## src/rtl/clat_pkg.sv

```systemverilog
`timescale 1ns / 1ps
// ----------------------------------------------------------------------------
// clat_pkg
// Shared types and codes for the banked client address table.
// ----------------------------------------------------------------------------
package clat_pkg;

   localparam int ADDR_W = 32;
   localparam int STAMP_W = 32;
   localparam int OCC_W = 5;

   localparam logic REQ_LOOKUP = 1'b0;
   localparam logic REQ_INSERT = 1'b1;

   typedef struct packed {
      logic              req_type;
      logic [ADDR_W-1:0]  client_addr;
      logic [STAMP_W-1:0] now;
   } req_word_type;

   typedef struct packed {
      logic              found;
      logic [ADDR_W-1:0] evicted_addr;
      logic [OCC_W-1:0]  occupancy;
   } rsp_word_type;

endpackage

```

## src/rtl/clat_req_if.sv

```systemverilog
`timescale 1ns / 1ps
// ----------------------------------------------------------------------------
// clat_req_if
// Request channel: valid/ready handshake carrying one request word.
// ----------------------------------------------------------------------------
interface clat_req_if;
   import clat_pkg::*;

   logic         valid;
   logic         ready;
   req_word_type word;

   modport source (output valid, output word, input ready);
   modport sink   (input valid, input word, output ready);
endinterface

```

## src/rtl/clat_rsp_if.sv

```systemverilog
`timescale 1ns / 1ps
// ----------------------------------------------------------------------------
// clat_rsp_if
// Response channel: valid/ready handshake carrying one response word.
// ----------------------------------------------------------------------------
interface clat_rsp_if;
   import clat_pkg::*;

   logic         valid;
   logic         ready;
   rsp_word_type word;

   modport source (output valid, output word, input ready);
   modport sink   (input valid, input word, output ready);
endinterface

```

## src/rtl/client_address_table_lru.sv

```systemverilog
`timescale 1ns / 1ps
// ----------------------------------------------------------------------------
// client_address_table_lru
// Two-bank client address table with oldest-stamp replacement.
// ----------------------------------------------------------------------------
// After reset the block sweeps the key and stamp memories to zero, one entry
// per cycle, and takes no request until that is done. Each request then
// walks the slots of its bank (TABLE_ENTRIES/2 of them) through the single
// read port of the memories, one slot per cycle, with one comparator pair
// checking the key and tracking the oldest stamp. Read data comes from the
// registered read port. A finish state then writes back an insert and forms
// the response word, which a response state offers until it is taken. The
// next request is taken in the cycle after the response word has left. One
// request is in flight at a time.
// ----------------------------------------------------------------------------
module client_address_table_lru #(
   parameter int TABLE_ENTRIES = 16
) (
   input  logic       clock,
   input  logic       reset,
   clat_req_if.sink   req,
   clat_rsp_if.source rsp
);
   import clat_pkg::*;

   localparam int BANK_SLOTS = TABLE_ENTRIES / 2;
   localparam int AW = $clog2(TABLE_ENTRIES);
   localparam int CW = $clog2(BANK_SLOTS + 1);
   localparam int FW = $clog2(TABLE_ENTRIES + 1);

   localparam logic [AW-1:0] BANK1_BASE = AW'(BANK_SLOTS);
   localparam logic [AW-1:0] LAST_ENTRY = AW'(TABLE_ENTRIES - 1);
   localparam logic [CW-1:0] SCAN_END = CW'(BANK_SLOTS);
   localparam logic [FW-1:0] FILL_MAX = FW'(TABLE_ENTRIES);

   localparam logic [2:0] ST_CLEAR  = 3'd0;
   localparam logic [2:0] ST_IDLE   = 3'd1;
   localparam logic [2:0] ST_SCAN   = 3'd2;
   localparam logic [2:0] ST_FINISH = 3'd3;
   localparam logic [2:0] ST_RESP   = 3'd4;

   // storage
   logic [ADDR_W-1:0]  key_mem   [TABLE_ENTRIES];
   logic [STAMP_W-1:0] stamp_mem [TABLE_ENTRIES];

   logic [2:0]         state_ff, state_in;
   logic [AW-1:0]      clr_ff, clr_in;
   logic [CW-1:0]      issue_ff, issue_in;
   logic               rvalid_ff, rvalid_in;
   logic [AW-1:0]      rslot_ff, rslot_in;
   logic               first_ff, first_in;
   logic               hit_ff, hit_in;
   logic [STAMP_W-1:0] best_stamp_ff, best_stamp_in;
   logic [AW-1:0]      best_slot_ff, best_slot_in;
   logic [ADDR_W-1:0]  best_key_ff, best_key_in;
   logic [FW-1:0]      fill_ff, fill_in;
   req_word_type       cur_ff, cur_in;
   rsp_word_type       out_ff, out_in;

   logic [ADDR_W-1:0]  key_q_ff;
   logic [STAMP_W-1:0] stamp_q_ff;

   logic               mem_we;
   logic [AW-1:0]      mem_wa;
   logic [ADDR_W-1:0]  mem_wkey;
   logic [STAMP_W-1:0] mem_wstamp;
   logic [AW-1:0]      mem_ra;
   logic [AW-1:0]      bank_base;

   assign req.ready = (state_ff == ST_IDLE);
   assign rsp.valid = (state_ff == ST_RESP);
   assign rsp.word  = out_ff;

   assign bank_base = cur_ff.client_addr[0] ? BANK1_BASE : '0;
   assign mem_ra    = bank_base + AW'(issue_ff);

   always_comb begin
      state_in      = state_ff;
      clr_in        = clr_ff;
      issue_in      = issue_ff;
      rvalid_in     = 1'b0;
      rslot_in      = mem_ra;
      first_in      = first_ff;
      hit_in        = hit_ff;
      best_stamp_in = best_stamp_ff;
      best_slot_in  = best_slot_ff;
      best_key_in   = best_key_ff;
      fill_in       = fill_ff;
      cur_in        = cur_ff;
      out_in        = out_ff;
      mem_we        = 1'b0;
      mem_wa        = clr_ff;
      mem_wkey      = '0;
      mem_wstamp    = '0;

      unique case (state_ff)
         ST_CLEAR: begin
            mem_we = 1'b1;
            clr_in = clr_ff + 1'b1;
            if (clr_ff == LAST_ENTRY) begin
               state_in = ST_IDLE;
            end
         end
         ST_IDLE: begin
            if (req.valid) begin
               cur_in   = req.word;
               issue_in = '0;
               first_in = 1'b1;
               hit_in   = 1'b0;
               state_in = ST_SCAN;
            end
         end
         ST_SCAN: begin
            if (issue_ff != SCAN_END) begin
               issue_in  = issue_ff + 1'b1;
               rvalid_in = 1'b1;
            end
            // read data belongs to the address issued in the cycle before
            if (rvalid_ff) begin
               first_in = 1'b0;
               if (key_q_ff == cur_ff.client_addr) begin
                  hit_in = 1'b1;
               end
               // strict compare keeps the lowest slot on equal stamps
               if (first_ff || (stamp_q_ff < best_stamp_ff)) begin
                  best_stamp_in = stamp_q_ff;
                  best_slot_in  = rslot_ff;
                  best_key_in   = key_q_ff;
               end
               if (issue_ff == SCAN_END) begin
                  state_in = ST_FINISH;
               end
            end
         end
         ST_FINISH: begin
            if (cur_ff.req_type == REQ_INSERT) begin
               mem_we     = 1'b1;
               mem_wa     = best_slot_ff;
               mem_wkey   = cur_ff.client_addr;
               mem_wstamp = cur_ff.now;
               if (fill_ff != FILL_MAX) begin
                  fill_in = fill_ff + 1'b1;
               end
               out_in.found        = 1'b0;
               out_in.evicted_addr = best_key_ff;
               out_in.occupancy    = OCC_W'(fill_in);
            end else begin
               out_in.found        = hit_ff;
               out_in.evicted_addr = '0;
               out_in.occupancy    = OCC_W'(fill_ff);
            end
            state_in = ST_RESP;
         end
         ST_RESP: begin
            if (rsp.ready) begin
               state_in = ST_IDLE;
            end
         end
         default: begin
            state_in = ST_IDLE;
         end
      endcase
   end

   always_ff @(posedge clock) begin
      if (reset) begin
         state_ff  <= ST_CLEAR;
         clr_ff    <= '0;
         issue_ff  <= '0;
         rvalid_ff <= 1'b0;
         first_ff  <= 1'b0;
         hit_ff    <= 1'b0;
         fill_ff   <= '0;
      end else begin
         state_ff  <= state_in;
         clr_ff    <= clr_in;
         issue_ff  <= issue_in;
         rvalid_ff <= rvalid_in;
         first_ff  <= first_in;
         hit_ff    <= hit_in;
         fill_ff   <= fill_in;
      end
   end

   always_ff @(posedge clock) begin
      rslot_ff      <= rslot_in;
      best_stamp_ff <= best_stamp_in;
      best_slot_ff  <= best_slot_in;
      best_key_ff   <= best_key_in;
      cur_ff        <= cur_in;
      out_ff        <= out_in;
   end

   // single write port, single registered read port
   always_ff @(posedge clock) begin
      if (mem_we) begin
         key_mem[mem_wa]   <= mem_wkey;
         stamp_mem[mem_wa] <= mem_wstamp;
      end
      key_q_ff   <= key_mem[mem_ra];
      stamp_q_ff <= stamp_mem[mem_ra];
   end

endmodule

```

## src/flat_wrapper.sv

```systemverilog
// flat-port wrapper written by rule: the top's interface ports become plain ports
module client_address_table_lru_flat import clat_pkg::*;
#(
   parameter int TABLE_ENTRIES = 16
)
  (clock, reset, req_valid, req_word, req_ready, rsp_valid, rsp_word, rsp_ready);
  clat_req_if req_i ();
  clat_rsp_if rsp_i ();
  input  logic clock;
  input  logic reset;
  input wire logic [$bits(req_i.valid)-1:0] req_valid;
  input wire logic [$bits(req_i.word)-1:0] req_word;
  output wire logic [$bits(req_i.ready)-1:0] req_ready;
  output wire logic [$bits(rsp_i.valid)-1:0] rsp_valid;
  output wire logic [$bits(rsp_i.word)-1:0] rsp_word;
  input wire logic [$bits(rsp_i.ready)-1:0] rsp_ready;
  assign req_i.valid = req_valid;
  assign req_i.word = req_word;
  assign req_ready = req_i.ready;
  assign rsp_valid = rsp_i.valid;
  assign rsp_word = rsp_i.word;
  assign rsp_i.ready = rsp_ready;
  client_address_table_lru #(.TABLE_ENTRIES(TABLE_ENTRIES)) u_core (.clock(clock), .reset(reset), .req(req_i), .rsp(rsp_i));
endmodule
```

## config.mk

```make
export PLATFORM = sky130hd
export DESIGN_NAME = client_address_table_lru_flat
export DESIGN_NICKNAME = d
export VERILOG_FILES = /design/src/rtl/clat_pkg.sv /design/src/rtl/clat_req_if.sv /design/src/rtl/clat_rsp_if.sv /design/src/rtl/client_address_table_lru.sv /design/src/flat_wrapper.sv
export SDC_FILE = /design/constraint.sdc
export NUM_CORES = 1
export LEC_CHECK = 0
export BUFFER_PORTS_ARGS = -buffer_cell sky130_fd_sc_hd__buf_4
export CAP_MARGIN = 30
export CORE_ASPECT_RATIO = 1.1
export CORE_MARGIN = 1
export CORE_UTILIZATION = 40
export CTS_CLUSTER_DIAMETER = 40
export CTS_CLUSTER_SIZE = 8
export DETAILED_ROUTE_END_ITERATION = 7
export PLACE_DENSITY = 0.64
export REMOVE_ABC_BUFFERS = 1
export SLEW_MARGIN = 10
export SYNTH_ARGS = -nofsm -noshare
export SYNTH_HDL_FRONTEND = slang
export SYNTH_SLANG_ARGS = --single-unit
```

## constraint.sdc

```tcl
create_clock -name clock -period 16.73 [get_ports clock]
set_clock_uncertainty 0.2 [all_clocks]
set_input_delay 0.8365 -clock clock [delete_from_list [all_inputs] [get_ports clock]]
set_output_delay 0.8365 -clock clock [all_outputs]
set_load 0.01 [all_outputs]
```

* Yosys cells after proc, flatten, opt, wreduce, memory -nomap -nowiden
Memories as Yosys holds them, arrays and structs flattened. A register that Yosys moved wholly into a read port is not among the register bits.
Cells that the tools add are included.
** Storage, ports and cells
- Memories :: 2
- ROM bits :: 0
- Logic and storage cells :: 82
- Bits in latches :: 0
- Memory bits (writable) :: 1024
- Flip-flop bits (word level) :: 194
** Memories
- u_core.key_mem :: words 16, width 32, read ports 1, clocked after memory_dff 1, write ports 1, line client_address_table_lru.sv:43 : logic [ADDR_W-1:0] key_mem [TABLE_ENTRIES];
- u_core.stamp_mem :: words 16, width 32, read ports 1, clocked after memory_dff 1, write ports 1, line client_address_table_lru.sv:44 : logic [STAMP_W-1:0] stamp_mem [TABLE_ENTRIES];
** Operators by class
- Bitwise operators :: 1
- Add/subtract/negate cells :: 4
- Shift operators :: 0
- Equality and inequality tests :: 16
- Div/mod/pow operators :: 0
- Reduce and logical (&&, ||, !) cells :: 11
- Magnitude comparators :: 1
- Multiplexer cells :: 30
- Multipliers :: 0
** Operator list (number)
- 32-bit 2-to-1 mux :: 4
- 32-bit == test :: 1
- 32-bit < comparator :: 1
- 4-bit 2-to-1 mux :: 5
- 3-bit 2-to-1 mux :: 5
- 3-bit one-hot mux with 5 select lines :: 1
- 2-bit by 1-bit != test with 1-bit output (second input constant) :: 6
- 5-bit 2-to-1 mux :: 2
- 1-bit 2-to-1 mux :: 9
- 3-bit AND reduction :: 3
- 4-bit by 1-bit adder with 4-bit output (second input constant) :: 2
- 4-bit == test (second input constant) :: 2
- 4-bit one-hot mux with 2 select lines :: 1
- 3-bit by 2-bit == test with 1-bit output (second input constant) :: 2
- 1-bit one-hot mux with 2 select lines :: 3
- 5-bit by 1-bit adder with 5-bit output (second input constant) :: 1
- 5-bit != test (second input constant) :: 1
- 5-bit AND reduction :: 1
- 4-bit adder :: 1
- 4-bit != test (second input constant) :: 1
- 2-bit AND reduction :: 2
- 4-bit AND reduction :: 1
- 3-bit by 1-bit == test with 1-bit output (second input constant) :: 1
- 3-bit == test (second input constant) :: 1
- 6 further kinds :: 6

* Longest topological paths before layout
- Depth after elaboration :: 4
- Mapped depth :: 10

* Least setup slack after synthesis
No wires, ideal clock.
- Path kind :: input -> register
- From :: input req_valid
- To :: register u_core.hit_ff
- Arrival :: 6.139 ns
- Setup time :: 0.121 ns
- Path buffers :: 0
- Slack :: 10.270 ns
- Cell stages on the path :: 4
- Required time :: 16.409 ns
- Cell sequence :: nand2_1 nor3_1 or2_2 nor2_1
** Between the ends
- Longest elaborated chain between the ends :: 2
** RTL lines
- from (decl) :: line flat_wrapper.sv:11 : input wire logic [$bits(req_i.valid)-1:0] req_valid;
- 2-bit != test (no line)
- 4-bit AND reduction (no line)
- to (signal assigned) :: line client_address_table_lru.sv:180 : hit_ff <= hit_in;
- to (decl) :: line client_address_table_lru.sv:52 : logic hit_ff, hit_in;
No other way between the ends.
A chain may end at the register's enable or synchronous reset.

* Final worst setup path
- From :: register u_core.state_ff[1]
- To :: memory u_core.key_mem[13][1], enable pin
** Between the ends
- Longest elaborated chain between the ends :: 4
- Elaborated cells on any way between the ends :: 6
- Those cells by class :: eq/ne: 1; mux: 4; reduce/logical: 1
** RTL lines
- from (decl) :: line client_address_table_lru.sv:46 : logic [2:0] state_ff, state_in;
- from (signal assigned) :: line client_address_table_lru.sv:175 : state_ff <= state_in;
- 3-bit by 2-bit == test with 1-bit output / 3-bit zero test (equally long branches) :: line client_address_table_lru.sv:96 : unique case (state_ff)
- 1-bit one-hot mux with 2 select lines :: line client_address_table_lru.sv:96
- 1-bit 2-to-1 mux :: line client_address_table_lru.sv:196 : if (mem_we) begin
- 1-bit 2-to-1 mux (not written as such) :: line client_address_table_lru.sv:197 : key_mem[mem_wa] <= mem_wkey;
- to (decl) :: line client_address_table_lru.sv:43
Several ways; a longest one is shown, not always the timed one.

==> results.json <==
{
  "grt_antenna_before_repair": 1,
  "wl_um": 108000,
  "syn_area_per_cell_um2": 23.0,
  "yosys_warnings": 0,
  "worst_pin_slew_ns": 1.03,
  "cts_max_path_buffers": 3,
  "slew_headroom": 0.313,
  "vias": 22000,
  "final_net_count": 2455,
  "fill_cells": 9363,
  "fin_cells": 4038,
  "cts_tree": "yes",
  "fmax_mhz": 236,
  "tns_ns": 0,
  "critPathKind": "flip-flop to flip-flop",
  "hold_violations": 0,
  "drc": 0,
  "worst_slack_ns": 12.49,
  "clk_pin_slew_ns": 0.05,
  "synth_cells": 2082,
  "die_width_um": 332,
  "hold_path_class": "primary input to flip-flop",
  "setup_viol": 0,
  "end_kind": "flip-flop",
  "drt_first_pass_iters": 8,
  "cp.required_ns": 16.92,
  "maxCapViolCount": 0,
  "dp.cells": 3681,
  "grt_max_degree": 142,
  "status": "completed",
  "fin_area_mm2": 0.0566,
  "routedWlPerCell_um": 26.7,
  "critPathArrivalTime_ns": 4.43,
  "die_area_mm2": 0.121,
  "core-area_mm2": 0.118,
  "synth_flop_cell": "edfxtp_1",
  "yosysSeqAreaShare": 0.787,
  "leakage_uw": 0.0169,
  "dieHeight_um": 365,
  "post_drt_via_cell_ratio": 5.46,
  "layout-drive-gt1-share": 0.290,
  "place_area_mm2": 0.0507,
  "overflow": 0,
  "drt_iter0_markers": 2205,
  "ir_drop_uv": 103,
  "cts_max_level": 4,
  "worstSetupStartpointType": "flip-flop",
  "ys_ff_latch": 1282,
  "critPathMaxFanout": 26,
  "worstSkewPairLatency_ns": 0.77,
  "synth_edf_count": 1195,
  "pre_cts_slack_ns": 12.50,
  "grt_pass1_wl_um": 158000,
  "rsz0062_at_grt": "no",
  "utilization": 0.479,
  "hpwl_um": 56300,
  "period_share": 0.253,
  "place_congestion": 0.780,
  "port_buffers": 108,
  "cts-root-buf": "clkbuf_16",
  "cts.sink_count": 1282,
  "grt_pass1_vias": 23600,
  "numCtsBuffers": 188,
  "synthArstFlopShare": 0,
  "num_rows": 132,
  "maxSlewViolCount": 0,
  "synth_cell_types": 40,
  "fin_crit_ns": 4.24,
  "syn_area_mm2": 0.0478,
  "area_growth_syn_to_layout_pct": 18.3,
  "grt_use_total": 0.180,
  "ant_nets": 0,
  "powerDensity_mw_per_mm2": 128,
  "io_pins": 109,
  "start_util": 0.405
}
-- critical path: stages (launching register included) --
cell and delay (ns):
dfxtp_1 0.51, and3b_4 0.41, and2_1 0.45, a31oi_1 0.42, nor2_4 0.68, buf_4 0.59
buf_4 0.52
-- timing repair --
item | in CTS | in global routing
hold buffers | 19 | 0
gates resized for setup | 0 | 0
setup buffers | 0 | 0
hold endpoints to repair | 19 | 0
-- worst paths after layout --
path | start | endpoint | slack (ns) | depth (start not counted)
setup reg to reg | u_core.state_ff[1]$_SDFFE_PP0P_ | u_core.key_mem[13][1]$_DFFE_PP_ | 12.49 | 6
hold / removal | req_word[54] | u_core.cur_ff[54]$_DFFE_PP_ | 0.06 | 1
setup / recovery | u_core.state_ff[1]$_SDFFE_PP0P_ | u_core.key_mem[13][1]$_DFFE_PP_ | 12.49 | 6
hold reg to reg | u_core.rslot_ff[2]$_DFF_P_ | u_core.best_slot_ff[2]$_DFFE_PP_ | 0.20 | 0
-- cell families (layout without fill, tap and decap cells) --
| group | Yosys count | after routing | share of synthesized area |
|---|---|---|---|
| flops | 1282 | 1282 | 0.787 |
| mux | 322 | 322 | 0.151 |
| simple gates | 214 | 214 | 0.0246 |
| buf+inv | 137 | 551 | 0.0140 |
| compound gates | 47 | 47 | 0.00594 |
| xor+xnor | 44 | 44 | 0.00806 |
| fa+ha+maj | 36 | 36 | 0.00942 |
| other cells | 0 | 1 | 0 |
-- through the flow --
stage / power [uW] / hold WS (ns)
5_1_grt: 7460 / 0.0124
3_3_place_gp: 3770 / 0.186
3_5_place_dp: 3780 / 0.191
2_1_floorplan: 3710 / 0.186
6_report: 7260 / 0.0560
4_1_cts: 7320 / 0.000844
-- area by class of cell --
type | count | area, um^2 | share of cell area
sequential | 1282 | 37600 | 0.665
multi-input combinational | 663 | 9680 | 0.171
clock buffer | 309 | 5270 | 0.0932
tap | 1541 | 1930 | 0.0341
timing repair buffer | 175 | 1490 | 0.0264
clock inverter | 27 | 394 | 0.00697
inverter | 40 | 150 | 0.00265
antenna | 1 | 2.50 | 0.0000442
-- sequential cells by signal (all words and copies together) (netlist names) --
register and count:
u_core.best_key_ff 32, u_core.stamp_q_ff 32, u_core.hit_ff 1, u_core.state_ff 3
u_core.best_stamp_ff 32, u_core.clr_ff 4, u_core.best_slot_ff 4, u_core.stamp_mem 512
u_core.fill_ff 5, u_core.first_ff 1, u_core.key_mem 512, u_core.rslot_ff 4
u_core.key_q_ff 32, u_core.rsp.word 38, u_core.rvalid_ff 1, u_core.issue_ff 4
u_core.cur_ff 65
-- cells in the final DEF (no fill, tap or decap), types with 29 or more instances in the layout --
master	count
xnor2_1	29
clkbuf_1	112
buf_4	148
clkbuf_16	190
dfxtp_1	84
and2_1	34
mux4_2	320
edfxtp_1	1195
ha_1	36
and3_1	66
inv_1	40
-- synth_stat cells (4+ instances only) --
library cell	count	area, um^2
a211oi_1	4	30.0
a21oi_1	19	95.1
a31oi_1	6	37.5
and2_1	34	213
and3_1	66	413
buf_1	5	18.8
buf_2	18	90.1
buf_4	11	82.6
buf_6	12	135
clkbuf_1	51	191
dfxtp_1	87	1740
edfxtp_1	1195	35900
ha_1	36	450
inv_1	40	150
mux4_2	320	7210
nand2_1	23	86.3
nand2b_1	4	25.0
nand4_1	16	100
nor2_1	41	154
nor3_1	9	45.0
nor3b_1	5	37.5
nor4_1	4	25.0
o21ai_0	8	40.0
xnor2_1	29	254
xor2_1	15	131
-- where the power goes --
| group | internal, uW | total (uW) | switching (uW) |
|---|---|---|---|
| logic | 63.1 | 146 | 82.5 |
| clock network | 2210 | 3540 | 1330 |
| registers | 3550 | 3570 | 23.4 |
-- per-layer routing --
layer / GRT usage / share of wire / vias up
met5: 0 / 0 / -
met2: 0.308 / 0.52 / 781
li1: - / - / 9263
met4: 0.0479 / 0.017 / 0
met1: 0.236 / 0.41 / 11800
met3: 0.0325 / 0.058 / 153
No activity file was read; power rests on OpenSTA's default activity.
